## src/hw/rtl/ural_pkg.sv

```systemverilog
// shared constants and types for the ultrasonic range averaging block
// no dependencies; imported by every module of the block
package ural_pkg;

  // burst length and field widths
  localparam int SAMPLE_COUNT = 3;
  localparam int ECHO_W       = 15;
  localparam int SUM_W        = 18;
  localparam int CNT_W        = 4;
  localparam int IDX_W        = 3;
  localparam int DIST_W       = 14;

  // fixed point scaling: distance = (avg * 1124) >> 12
  localparam int QUO_W        = 15;
  localparam int MUL_W        = 11;
  localparam int PROD_W       = QUO_W + MUL_W;
  localparam int SCALE_SHIFT  = 12;
  localparam logic [MUL_W-1:0] SCALE_MUL = MUL_W'(1124);

  // serial divider: one quotient bit per cycle
  localparam int DIV_STEPS    = SUM_W;
  localparam int STEP_W       = 5;

  // threshold register reset value
  localparam logic [DIST_W-1:0] THRESH_RESET = DIST_W'(480);

  // last position within a burst
  localparam logic [IDX_W-1:0] SAMPLE_LAST = IDX_W'(SAMPLE_COUNT - 1);

  // one finished burst handed from front to back
  typedef struct packed {
    logic [SUM_W-1:0] sum;
    logic [CNT_W-1:0] cnt;
  } burst_t;

  // queue status seen by both sides
  typedef struct packed {
    logic full;
    logic empty;
  } q_stat_t;

endpackage

```

## src/hw/rtl/ultrasonic_range_average_lock.sv

```systemverilog
// top level of the ultrasonic range averaging block with forward lock
// depends on ural_pkg, ural_front, ural_fifo and ural_back
//
//   channel | handshake               | payload
//   --------+-------------------------+----------------------------------------
//   in      | in_valid / in_ready     | in_echo_us
//   out     | out_valid / out_ready   | out_distance, out_forward_locked,
//           |                         | out_sensor_healthy
//   cfg     | cfg_wr_en               | cfg_wr_data (distance threshold)
//
// the front takes one echo beat per cycle; the closing beat of a burst
// waits only when the two-entry burst queue is full
// the back takes one burst at a time: a load, 18 divider steps (one quotient
// bit each), one multiply and a load of the result register; a burst with
// every echo timed out skips the divide and the multiply
// a held result stalls the back, and the front once the queue is full
// synchronous reset clears all control
module ultrasonic_range_average_lock import ural_pkg::*; (
  input  logic              clk,
  input  logic              rst_n,
  input  logic              in_valid,
  output logic              in_ready,
  input  logic [ECHO_W-1:0] in_echo_us,
  output logic              out_valid,
  input  logic              out_ready,
  output logic [DIST_W-1:0] out_distance,
  output logic              out_forward_locked,
  output logic              out_sensor_healthy,
  input  logic              cfg_wr_en,
  input  logic [DIST_W-1:0] cfg_wr_data
);

  logic    push;
  logic    pop;
  burst_t  push_data;
  burst_t  pop_data;
  q_stat_t q_stat;

  // burst accumulation
  ural_front u_front (
    .clk        (clk),
    .rst_n      (rst_n),
    .in_valid   (in_valid),
    .in_ready   (in_ready),
    .in_echo_us (in_echo_us),
    .q_stat     (q_stat),
    .push       (push),
    .push_data  (push_data)
  );

  // burst queue
  ural_fifo u_fifo (
    .clk       (clk),
    .rst_n     (rst_n),
    .push      (push),
    .push_data (push_data),
    .pop       (pop),
    .pop_data  (pop_data),
    .q_stat    (q_stat)
  );

  // divide, scale and compare
  ural_back u_back (
    .clk                (clk),
    .rst_n              (rst_n),
    .cfg_wr_en          (cfg_wr_en),
    .cfg_wr_data        (cfg_wr_data),
    .q_stat             (q_stat),
    .pop_data           (pop_data),
    .pop                (pop),
    .out_valid          (out_valid),
    .out_ready          (out_ready),
    .out_distance       (out_distance),
    .out_forward_locked (out_forward_locked),
    .out_sensor_healthy (out_sensor_healthy)
  );

`ifndef SYNTHESIS
  // no burst is written into a full queue
  a_no_push_full: assert property (@(posedge clk) disable iff (!rst_n)
    push |-> !q_stat.full)
    else $error("burst pushed into full queue");

  // no burst is taken from an empty queue
  a_no_pop_empty: assert property (@(posedge clk) disable iff (!rst_n)
    pop |-> !q_stat.empty)
    else $error("burst popped from empty queue");

  // a failed burst reports zero distance and locks forward motion
  a_failed_burst: assert property (@(posedge clk) disable iff (!rst_n)
    (out_valid && !out_sensor_healthy) |-> (out_forward_locked && (out_distance == '0)))
    else $error("failed burst result malformed");

  // a push and a pop in one cycle leave the queue level unchanged
  a_level_hold: assert property (@(posedge clk) disable iff (!rst_n)
    (push && pop) |=> ($stable(q_stat.full) && $stable(q_stat.empty)))
    else $error("queue level moved on push with pop");
`endif

endmodule

```

## src/hw/rtl/ural_front.sv

```systemverilog
// front end: accepts echo beats, sums the valid ones over a burst
// depends on ural_pkg; pushes one burst summary into the queue
module ural_front import ural_pkg::*; (
  input  logic              clk,
  input  logic              rst_n,
  input  logic              in_valid,
  output logic              in_ready,
  input  logic [ECHO_W-1:0] in_echo_us,
  input  q_stat_t           q_stat,
  output logic              push,
  output burst_t            push_data
);

  logic [SUM_W-1:0] sum_r;
  logic [CNT_W-1:0] cnt_r;
  logic [IDX_W-1:0] idx_r;
  logic [SUM_W-1:0] sum_nxt;
  logic [CNT_W-1:0] cnt_nxt;
  logic             last;
  logic             hit;
  logic             accept;

  // only the closing beat of a burst needs queue space
  assign last     = (idx_r == SAMPLE_LAST);
  assign in_ready = !last || !q_stat.full;
  assign accept   = in_valid && in_ready;

  // a zero echo is a timeout and is not counted
  assign hit     = (in_echo_us != '0);
  assign sum_nxt = hit ? (sum_r + SUM_W'(in_echo_us)) : sum_r;
  assign cnt_nxt = hit ? (cnt_r + CNT_W'(1)) : cnt_r;

  assign push           = accept && last;
  assign push_data.sum  = sum_nxt;
  assign push_data.cnt  = cnt_nxt;

  // accumulators, cleared at the end of every burst
  always_ff @(posedge clk) begin
    if (!rst_n) begin
      sum_r <= '0;
      cnt_r <= '0;
      idx_r <= '0;
    end else if (accept) begin
      if (last) begin
        sum_r <= '0;
        cnt_r <= '0;
        idx_r <= '0;
      end else begin
        sum_r <= sum_nxt;
        cnt_r <= cnt_nxt;
        idx_r <= idx_r + IDX_W'(1);
      end
    end
  end

endmodule

```

## src/hw/rtl/ural_fifo.sv

```systemverilog
// two-entry queue of burst summaries between front and back
// depends on ural_pkg
module ural_fifo import ural_pkg::*; (
  input  logic    clk,
  input  logic    rst_n,
  input  logic    push,
  input  burst_t  push_data,
  input  logic    pop,
  output burst_t  pop_data,
  output q_stat_t q_stat
);

  burst_t     entries_r [2];
  logic       wr_ptr_r;
  logic       rd_ptr_r;
  logic [1:0] count_r;

  assign q_stat.full  = (count_r == 2'd2);
  assign q_stat.empty = (count_r == 2'd0);
  assign pop_data     = entries_r[rd_ptr_r];

  // storage, no reset needed
  always_ff @(posedge clk) begin
    if (push) begin
      entries_r[wr_ptr_r] <= push_data;
    end
  end

  // pointers and fill level
  always_ff @(posedge clk) begin
    if (!rst_n) begin
      wr_ptr_r <= 1'b0;
      rd_ptr_r <= 1'b0;
      count_r  <= 2'd0;
    end else begin
      if (push) begin
        wr_ptr_r <= !wr_ptr_r;
      end
      if (pop) begin
        rd_ptr_r <= !rd_ptr_r;
      end
      case ({push, pop})
        2'b10:   count_r <= count_r + 2'd1;
        2'b01:   count_r <= count_r - 2'd1;
        default: count_r <= count_r;
      endcase
    end
  end

endmodule

```

## src/hw/rtl/ural_back.sv

```systemverilog
// back end: serial divide of the burst sum, scaling, threshold compare
// depends on ural_pkg; holds the threshold register and result register
module ural_back import ural_pkg::*; (
  input  logic              clk,
  input  logic              rst_n,
  input  logic              cfg_wr_en,
  input  logic [DIST_W-1:0] cfg_wr_data,
  input  q_stat_t           q_stat,
  input  burst_t            pop_data,
  output logic              pop,
  output logic              out_valid,
  input  logic              out_ready,
  output logic [DIST_W-1:0] out_distance,
  output logic              out_forward_locked,
  output logic              out_sensor_healthy
);

  typedef enum logic [1:0] {
    ST_IDLE,
    ST_DIV,
    ST_MUL,
    ST_LOAD
  } state_t;

  localparam logic [STEP_W-1:0] DIV_LAST = STEP_W'(DIV_STEPS - 1);

  state_t              state_r;
  logic [DIST_W-1:0]   thresh_r;
  logic [SUM_W-1:0]    quo_r;
  logic [CNT_W-1:0]    rem_r;
  logic [CNT_W-1:0]    div_r;
  logic [STEP_W-1:0]   step_r;
  logic                healthy_r;
  logic [PROD_W-1:0]   prod_r;
  logic                out_valid_r;
  logic [DIST_W-1:0]   out_dist_r;
  logic                out_lock_r;
  logic                out_health_r;

  logic [CNT_W:0]      rem_sh;
  logic [CNT_W:0]      rem_dif;
  logic                ge;
  logic [CNT_W-1:0]    rem_nxt;
  logic [SUM_W-1:0]    quo_nxt;
  logic [PROD_W-1:0]   prod;
  logic [DIST_W-1:0]   scaled_dist;
  logic                slot_free;
  logic                load_out;

  // restoring divide step, quotient bits shift in from the right
  assign rem_sh  = {rem_r, quo_r[SUM_W-1]};
  assign rem_dif = rem_sh - {1'b0, div_r};
  assign ge      = (rem_sh >= {1'b0, div_r});
  assign rem_nxt = ge ? rem_dif[CNT_W-1:0] : rem_sh[CNT_W-1:0];
  assign quo_nxt = {quo_r[SUM_W-2:0], ge};

  // scaling to 1/16 cm, product registered before the compare
  assign prod        = quo_r[QUO_W-1:0] * SCALE_MUL;
  assign scaled_dist = prod_r[PROD_W-1:SCALE_SHIFT];

  assign pop       = (state_r == ST_IDLE) && !q_stat.empty;
  assign slot_free = !out_valid_r || out_ready;
  assign load_out  = (state_r == ST_LOAD) && slot_free;

  assign out_valid          = out_valid_r;
  assign out_distance       = out_dist_r;
  assign out_forward_locked = out_lock_r;
  assign out_sensor_healthy = out_health_r;

  // sequencer, threshold and result register
  always_ff @(posedge clk) begin
    if (!rst_n) begin
      state_r     <= ST_IDLE;
      thresh_r    <= THRESH_RESET;
      out_valid_r <= 1'b0;
    end else begin
      if (cfg_wr_en) begin
        thresh_r <= cfg_wr_data;
      end
      // result valid: set on load, dropped once the beat is taken
      if (load_out) begin
        out_valid_r <= 1'b1;
      end else if (out_ready) begin
        out_valid_r <= 1'b0;
      end
      unique case (state_r)
        ST_IDLE: begin
          if (!q_stat.empty) begin
            quo_r     <= pop_data.sum;
            div_r     <= pop_data.cnt;
            rem_r     <= '0;
            step_r    <= '0;
            healthy_r <= (pop_data.cnt != '0);
            state_r   <= (pop_data.cnt != '0) ? ST_DIV : ST_LOAD;
          end
        end
        ST_DIV: begin
          rem_r  <= rem_nxt;
          quo_r  <= quo_nxt;
          step_r <= step_r + STEP_W'(1);
          if (step_r == DIV_LAST) begin
            state_r <= ST_MUL;
          end
        end
        ST_MUL: begin
          prod_r  <= prod;
          state_r <= ST_LOAD;
        end
        ST_LOAD: begin
          if (slot_free) begin
            if (healthy_r) begin
              out_dist_r   <= scaled_dist;
              out_lock_r   <= (scaled_dist < thresh_r);
              out_health_r <= 1'b1;
            end else begin
              out_dist_r   <= '0;
              out_lock_r   <= 1'b1;
              out_health_r <= 1'b0;
            end
            state_r <= ST_IDLE;
          end
        end
        default: state_r <= ST_IDLE;
      endcase
    end
  end

endmodule

```

## config.mk

```make
export PLATFORM = sky130hd
export DESIGN_NAME = ultrasonic_range_average_lock
export DESIGN_NICKNAME = d
export VERILOG_FILES = /design/src/hw/rtl/ural_pkg.sv /design/src/hw/rtl/ultrasonic_range_average_lock.sv /design/src/hw/rtl/ural_front.sv /design/src/hw/rtl/ural_fifo.sv /design/src/hw/rtl/ural_back.sv
export SDC_FILE = /design/constraint.sdc
export NUM_CORES = 1
export LEC_CHECK = 0
export BUFFER_PORTS_ARGS = -buffer_cell sky130_fd_sc_hd__buf_2
export CORE_MARGIN = 2
export CORE_UTILIZATION = 35
export CTS_CLUSTER_DIAMETER = 200
export DETAILED_ROUTE_END_ITERATION = 10
export PLACE_DENSITY = 0.55
export SYNTH_ARGS = -nofsm -noshare
export SYNTH_HDL_FRONTEND = slang
export SYNTH_HIERARCHICAL = 1
export SYNTH_SLANG_ARGS = --single-unit
```

## constraint.sdc

```tcl
create_clock -name clk -period 5.3 [get_ports clk]
set_input_delay 1.325 -clock clk [delete_from_list [all_inputs] [get_ports clk]]
set_output_delay 1.325 -clock clk [all_outputs]
set_load 0.05 [all_outputs]
```

# Yosys cells after proc, flatten, opt, wreduce, memory -nomap -nowiden
# Memories as Yosys holds them, arrays and structs flattened. A register that Yosys moved wholly into a read port is not among the register bits.
# Index checks and enable logic that the tools add are counted.
# W data, S select, Z words.
dict set report word_totals {
  register_bits 118
  ramBits 44
  input_bits 34
  output_inout_bits 18
  wordCells 90
  memories 1
}
# memory depth width rd rd_clocked_by_memory_dff wr line_no
set mem_list {}
lappend mem_list {u_fifo.entries_r 2 22 1 1 1 ural_fifo.sv:13} ;# burst_t entries_r [2];
dict set report op_classes {
  add_sub_neg 7
  mul 1
  magnitude_cmp 2
  eq_ne 11
  muxes 25
  n_bitwise 1
  reduce_logical 24
}
# operator count
set op_table {}
lappend op_table {{$mux W18} 3}
lappend op_table {{$pmux W18 S2} 1}
lappend op_table {{$mul A15 B9 Y24 const B} 1}
lappend op_table {{$add A18 B15 Y18} 1}
lappend op_table {{$mux W4} 4}
lappend op_table {{$reduce_bool A15 Y1} 1}
lappend op_table {{$lt A14 B14 Y1} 1}
lappend op_table {{$reduce_and A3 Y1} 4}
lappend op_table {{$pmux W5 S2} 1}
lappend op_table {{$eq A2 B2 Y1 const B} 4}
lappend op_table {{$mux W2} 4}
lappend op_table {{$pmux W2 S4} 1}
lappend op_table {{$pmux W4 S2} 1}
lappend op_table {{$mux W1} 7}
lappend op_table {{$logic_not A1 Y1} 6}
lappend op_table {{$reduce_bool A2 Y1} 3}
lappend op_table {{$add A5 B1 Y5 const B} 1}
lappend op_table {{$eq A5 B5 Y1 const B} 1}
lappend op_table {{$ge A5 B4 Y1} 1}
lappend op_table {{$mux W5} 1}
lappend op_table {{$add A4 B1 Y4 const B} 1}
lappend op_table {{$eq A2 B1 Y1 const B} 2}
lappend op_table {{$logic_and A1 B1 Y1} 4}
lappend op_table {{$logic_not A2 Y1} 2}
lappend op_table {{other kinds (13)} 15}

# Longest topological paths before layout
# Gate-level depths: netlist (run 1).
dict set report logic_depth {
  ltp_word 7
  ltp_mapped 13
  mapped_depth_nobuf 13
}

# Hierarchy
# Netlist (run 1), hierarchy kept.
# mod n_inst cells_per_inst area_per_inst_um2 seq_area_each_um2
set by_module_without_submodules {}
lappend by_module_without_submodules {ural_back 1 466 5407.7 2202.1}
lappend by_module_without_submodules {ural_front 1 248 2078.2 500.5}
lappend by_module_without_submodules {ural_fifo 1 90 1795.5 1421.4}

# Worst setup path before layout (run 1)
# Ideal clock, no wire load.
dict set report synth_timing {
  path_type {register to register}
  start {register u_back.quo_r[7]}
  end {register u_back.prod_r[22], data pin}
  setup_time_ps 262
  arrival_ps 3705
  required_ps 5038
  slack_ps 1333
  stages_incl_launch_ff 11
  n_path_buf 0
  period_less_slack_ps 3967
  path_cell_list {edfxtp_1 -> ha_1 -> ha_1 -> fa_1 -> fa_1 -> ha_1 -> a211o_1 -> or4b_4 -> a41oi_2 -> o21ai_1 -> xor2_1}
}
dict set report synth_via {
  elab_chain_len 1
}
# item line_no
set synth_lines {}
lappend synth_lines {{start: declaration} ural_back.sv:29} ;# logic [SUM_W-1:0] quo_r;
lappend synth_lines {{start signal: assignment} ural_back.sv:89} ;# quo_r <= pop_data.sum;
lappend synth_lines {{start signal: assignment} ural_back.sv:99} ;# quo_r <= quo_nxt;
lappend synth_lines {{$mul A15 B9 Y24} ural_back.sv:58} ;# assign prod = quo_r[QUO_W-1:0] * SCALE_MUL;
lappend synth_lines {{via u_back.prod[22]} ural_back.sv:45} ;# logic [PROD_W-1:0] prod;
lappend synth_lines {{end signal: assignment} ural_back.sv:106} ;# prod_r <= prod;
lappend synth_lines {{end: declaration} ural_back.sv:34} ;# logic [PROD_W-1:0] prod_r;
# The timed path passes the listed nets, and every way through them passes these cells.
# A chain may end at the register's enable or synchronous reset.

# Worst setup path after layout (run 1)
# Same ends and word-level chain as after synthesis.

==> results.cfg, run 1 <==
[global_routing]
grt_usage = 0.131
grt_max_degree = 39
grt_pass1_wl_mm = 29.5
grt_pass1_vias = 5836
use_met1 = 0.180
use_met2 = 0.208
grt_overflow = 0
busiest_layer = met2
use_met3 = 0.0297
antenna_found_initial = 0

[sta]
fin_ws_ns = 1.12
period_share = 0.790
hold_viol_final = 0
slew_viol_final = 0
maxSlewHeadroom = 0.279
min_period_ns = 4.18
max_freq_ghz = 0.239
tightest_slew_ns = 1.08
rsz0062_at_grt = false
setup_viol = 0
tns_ns = 0
fin_worst_skew_ns = 0.0202

[yosys]
ys_ff_latch = 153
synth_most_common_cell = edfxtp_1
syn_area_um2 = 9280
yosysUniqueCellTypes = 62
synth.top_cell.area_share = 0.343
syn_inst = 804
avgSynthCellArea_um2 = 11.5
yosysSeqAreaShare = 0.444
synth_common_cells = 106 x edfxtp_1, 103 x ha_1, 74 x inv_1
synth.area.top_cells = edfxtp_1 34%, ha_1 14%, dfxtp_1 10%
yosysTopAreaCell = edfxtp_1
synth_nets = 963
synth_warnings = 6
synth-edff-count = 106
synth-async-reset-ratio = 0
synth_flop_cell = edfxtp_1

[cts]
cts.sinks = 153
cts.hold.buffers_added = 0
path_clk_slew_ns = 0.06
tritoncts = built
clock_insertion_delay_worst_skew_ns = 0.43
cts_setup_buffers = 0
cts_resized = 0
cts_max_path_buffers = 2
cts_buffers = 17
htree_levels = 4
cts-root-buf = clkbuf_16

[final_layout]
syn_to_final_growth_pct = 12.2
drive_gt1_frac = 0.169
fin_nets = 1012
diodes = 0

[floorplan]
die_x_um = 167
fp-row-count = 59
die_h_um = 167
pin_count = 52
initial_core_util = 0.356
coreArea_um2 = 26100
die-area_um2 = 27800

[power]
ir_drop_mv = 0.429
leakagePower_uw = 0.00441
power.density_nw_per_um2 = 660

[critical_path]
worstSetupPathType = flop to flop
critical_path.top_delay_family = adder cells
crit_chain = ha_1 -> ha_1 -> fa_1 -> fa_1 -> ha_1 -> a211o_1 -> or4b_4 -> a41oi_2 -> o21ai_1 -> xor2_1
path_buf_inv = 0
crit_path_max_incr_delay_ns = 0.53
endpoint_kind = flop
crit_top_cell = ha_1
crit_path_top_delay_cell = or4b_4
arrival_ns = 4.35
critPathLaunchType = flop
cp.required_ns = 5.47
cp_max_fo = 6
crit_path_start = u_back/quo_r[7]
r2r-start = u_back/quo_r[7]

[route]
via_per_inst = 4.85
drc = 0
vias = 5821
first_pass_iters = 5
totalWireLength_mm = 17.5
drtIter0Drc = 318
final_antenna_net_count = 0
routedWlPerCell_um = 14.6

[place]
place_congestion = 0.818
post-dp-hpwl_mm = 13.2
io_buffers = 51
place_ws_ns = 1.11

[worst_hold_path]
hold_class = flop to flop
hold_start = u_front/sum_r[14]

[run_status]
status = finished clean

[job]
max_cap_violations = 0
-- logic make-up (layout without fill, tap and decap cells) --
logic type	after synthesis	after routing	synth area share
buf+inv	100	162	0.0475
xor+xnor	38	38	0.0359
compound gates	143	143	0.108
simple gates	184	184	0.105
mux	61	61	0.0732
flops	153	153	0.444
fa+ha+maj	125	125	0.186
-- flip-flops by register name, summed over array words and instances, names as in the netlist, named ones only --
register	cells
u_back/out_sensor_healthy	1
u_front/sum_r	18
u_back/thresh_r	14
u_front/idx_r	3
u_back/healthy_r	1
u_back/rem_r	4
u_back/state_r	2
u_back/step_r	5
u_back/out_distance	14
u_fifo/rd_ptr_r	1
u_back/quo_r	18
u_back/div_r	4
u_back/out_valid	1
u_front/cnt_r	4
u_fifo/count_r	2
u_fifo/entries_r	44
u_fifo/wr_ptr_r	1
u_back/prod_r	14
u_back/out_forward_locked	1
-- layer usage --
metal  share of wire  vias to the layer above
met2            0.45                       74
met1            0.50                     2739
li1                -                     2997
met3           0.031                       11
met5               0                        -
met4           0.010                        0
-- through the flow --
stage          hold slack [ns]  utilization  instance area [um2]  cells  power, uW
5_1_grt                  0.520        0.399                10400   1201       7570
3_5_place_dp             0.482        0.377                 9830   1169       5740
2_1_floorplan            0.451            -                 9280    804       4960
3_3_place_gp             0.470        0.377                 9830   1169       5730
4_1_cts                  0.491        0.399                10400   1201       6970
6_report                 0.488        0.399                10400   1201       6870
-- cell type report --
class	instances	area (um2)
clock buffers	17	425
multi-input cells	551	4720
repair buffers	56	293
flip-flops and latches	153	4120
inverters	74	278
fillers	2536	15600
well taps	335	419
clock inverters	15	151
-- layout by cell type, fill, tap and decap left out, drive strengths merged, types with 9 or more instances in the layout --
master | synthesis | final
edfxtp | 106 | 106
and2 | 33 | 33
nor2 | 33 | 33
a31oi | 9 | 9
a21oi | 31 | 31
o21ai | 21 | 21
xor2 | 22 | 22
nand4 | 10 | 10
a21o | 13 | 13
inv | 74 | 82
buf | 13 | 56
clkbuf | 13 | 17
dfxtp | 47 | 47
o211ai | 10 | 10
o21a | 9 | 9
a22o | 11 | 11
mux2i | 12 | 12
nand3 | 10 | 10
mux2 | 49 | 49
nand2 | 43 | 43
xnor2 | 16 | 16
ha | 103 | 103
nor2b | 27 | 27
o21bai | 9 | 9
fa | 22 | 22
-- report_power, final --
part           switching (uW)  total, uW  internal (uW)
sequential                177       1870           1690
combinational            2080       3830           1740
clock                     545       1170            625
-- final timing paths --
check / to / slack, ns / cells after the start
worst min register to register: u_front/sum_r[14] / 0.49 / 2
worst max register to register: u_back/prod_r[22] / 1.12 / 10
worst max-delay path: u_back/prod_r[22] / 1.12 / 10
worst min-delay path: u_front/sum_r[14] / 0.49 / 2
-- worst reg2reg max path: stages, from the launching register on --
cell	delay [ns]
edfxtp_1	0.50
ha_1	0.34
ha_1	0.30
fa_1	0.51
fa_1	0.49
ha_1	0.39
a211o_1	0.34
or4b_4	0.53
a41oi_2	0.28
o21ai_1	0.12
xor2_1	0.15
No activity file was read; power rests on OpenSTA's default activity.
==> run 2: changes to the inputs <==
Clock period 5.3 ns to 4.3 ns, I/O delays scaled along.
==> results.cfg, run 2 (synthesis results as in run 1) <==
[floorplan]
pin_count = 52
initial_core_util = 0.356
die_x_um = 167
die_h_um = 167
fp-row-count = 59
coreArea_um2 = 26100
die-area_um2 = 27800

[critical_path]
crit_path_top_delay_cell = fa_1
path_buf_inv = 0
cp_max_fo = 6
worstSetupPathType = flop to flop
arrival_ns = 4.28
crit_path_start = u_back/quo_r[7]
r2r-start = u_back/quo_r[7]
cp.required_ns = 4.46
crit_path_max_incr_delay_ns = 0.56
critical_path.top_delay_family = adder cells
critPathLaunchType = flop
crit_chain = ha_1 -> ha_1 -> fa_1 -> fa_1 -> ha_2 -> a211o_1 -> or4b_4 -> a41oi_2 -> o21bai_1 -> xor2_1
endpoint_kind = flop

[final_layout]
final_util = 0.404
diodes = 0
multi_input_area_um2 = 4720
regMostFlops = u_fifo/entries_r
reg_top3 = u_fifo/entries_r: 44 flops, u_back/quo_r: 18 flops, u_front/sum_r: 18 flops
design_area_um2 = 10500
syn_to_final_growth_pct = 13.5
n_fill_cell = 2538
final_common_cell = edfxtp_1
largest_reg_flops = 44
most-common-layout-cells = 106 x edfxtp_1, 102 x ha_1, 74 x inv_1
drive_gt1_frac = 0.177
fin_nets = 1020
regArea_um2 = 4120

[global_routing]
grt_usage = 0.131
antenna_found_initial = 0
grt_overflow = 0
grt_max_degree = 40
grt_pass1_vias = 5946
grt_pass1_wl_mm = 29.6

[power]
swShare = 0.401
leakagePower_uw = 0.00449
p_seq_frac = 0.264
power.density_nw_per_um2 = 821
combPwrFrac = 0.554
p_int_uw = 5180
p_clk_frac = 0.182
p_sw_uw = 3470
ir_drop_mv = 0.531

[cts]
tritoncts = built
htree_levels = 4
cts_max_path_buffers = 2
cts-root-buf = clkbuf_16
path_clk_slew_ns = 0.07
cts_buffers = 17
clock_insertion_delay_worst_skew_ns = 0.42
cts.sinks = 153

[route]
final_antenna_net_count = 0
routedWlPerCell_um = 14.5
totalWireLength_mm = 17.6
drtIter0Drc = 282
first_pass_iters = 4
vias = 5910
drc = 0
via_per_inst = 4.89

[sta]
fin_worst_skew_ns = 0.0135
min_period_ns = 4.12
rsz0062_at_grt = false
maxSlewHeadroom = 0.323
period_share = 0.957
fin_ws_ns = 0.183
setup_viol = 0
tightest_slew_ns = 1.01
hold_viol_final = 0
tns_ns = 0
slew_viol_final = 0
max_freq_ghz = 0.243

[place]
post-dp-hpwl_mm = 13.2
place_ws_ns = 0.121
place_congestion = 0.811
place_area_um2 = 9870
io_buffers = 51

[worst_hold_path]
hold_start = u_front/sum_r[14]
hold_class = flop to flop

[job]
max_cap_violations = 0

[run_status]
status = finished clean
-- run 2: cell count changes in the layout (fill, tap and decap cells not counted) --
cell,change
clkinvlp_4,-1
clkbuf_16,+4
buf_4,+8
inv_4,-1
ha_2,+1
ha_1,-1
clkinv_4,-1
clkinv_8,-1
-- run 2: layout make-up --
type / instances / area share
clock buffer: 21 / 0.0499
clock inverter: 11 / 0.0107
inverter: 74 / 0.0264
multi-input combinational: 551 / 0.448
sequential: 153 / 0.391
tap: 335 / 0.0398
timing repair buffer: 64 / 0.0335
-- run 2: per-stage QoR --
stage                     cells  hold WS (ns)  total power, uW
final                      1209         0.488             8650
after global routing       1209         0.511             9520
after CTS                  1206         0.489             8750
after detailed placement   1174         0.480             7090
after global placement     1174         0.473             7070
after floorplan             804         0.451             6110
-- run 2: path summary, 6_finish.rpt --
kind | endpoint | slack [ns] | depth (start not counted)
max | u_back/prod_r[20] | 0.18 | 10
max reg2reg | u_back/prod_r[20] | 0.18 | 10
min reg2reg | u_front/sum_r[14] | 0.49 | 2
min | u_front/sum_r[14] | 0.49 | 2
-- run 2: what timing repair did --
| item | CTS | global route |
|---|---|---|
| gates resized for setup | 0 | 1 |
| hold buffers | 0 | 0 |
| setup endpoints to repair | 0 | 2 |
| setup buffers | 0 | 3 |
-- run 2: tightest hold or removal path, delay by kind of cell, from the launching register on --
kind            cells  cell delay, ns
compound gates      1            0.06
simple gates        1            0.05
flops               1            0.33
-- run 2: power by group through the flow --
stage	Clock (uW)	Combinational (uW)	Sequential [uW]
3_5_place_dp	0	4760	2330
6_report	1570	4790	2290
2_1_floorplan	0	3870	2250
3_3_place_gp	0	4750	2320
4_1_cts	1630	4830	2290
5_1_grt	1690	5510	2320
-- run 2: per-layer routing --
metal / global-route usage / up-vias / share of wire
li1: - / 3016 / -
met1: 0.173 / 2796 / 0.49
met2: 0.218 / 82 / 0.47
met3: 0.0261 / 16 / 0.024
met4: 0.0405 / 0 / 0.012
met5: 0 / - / 0
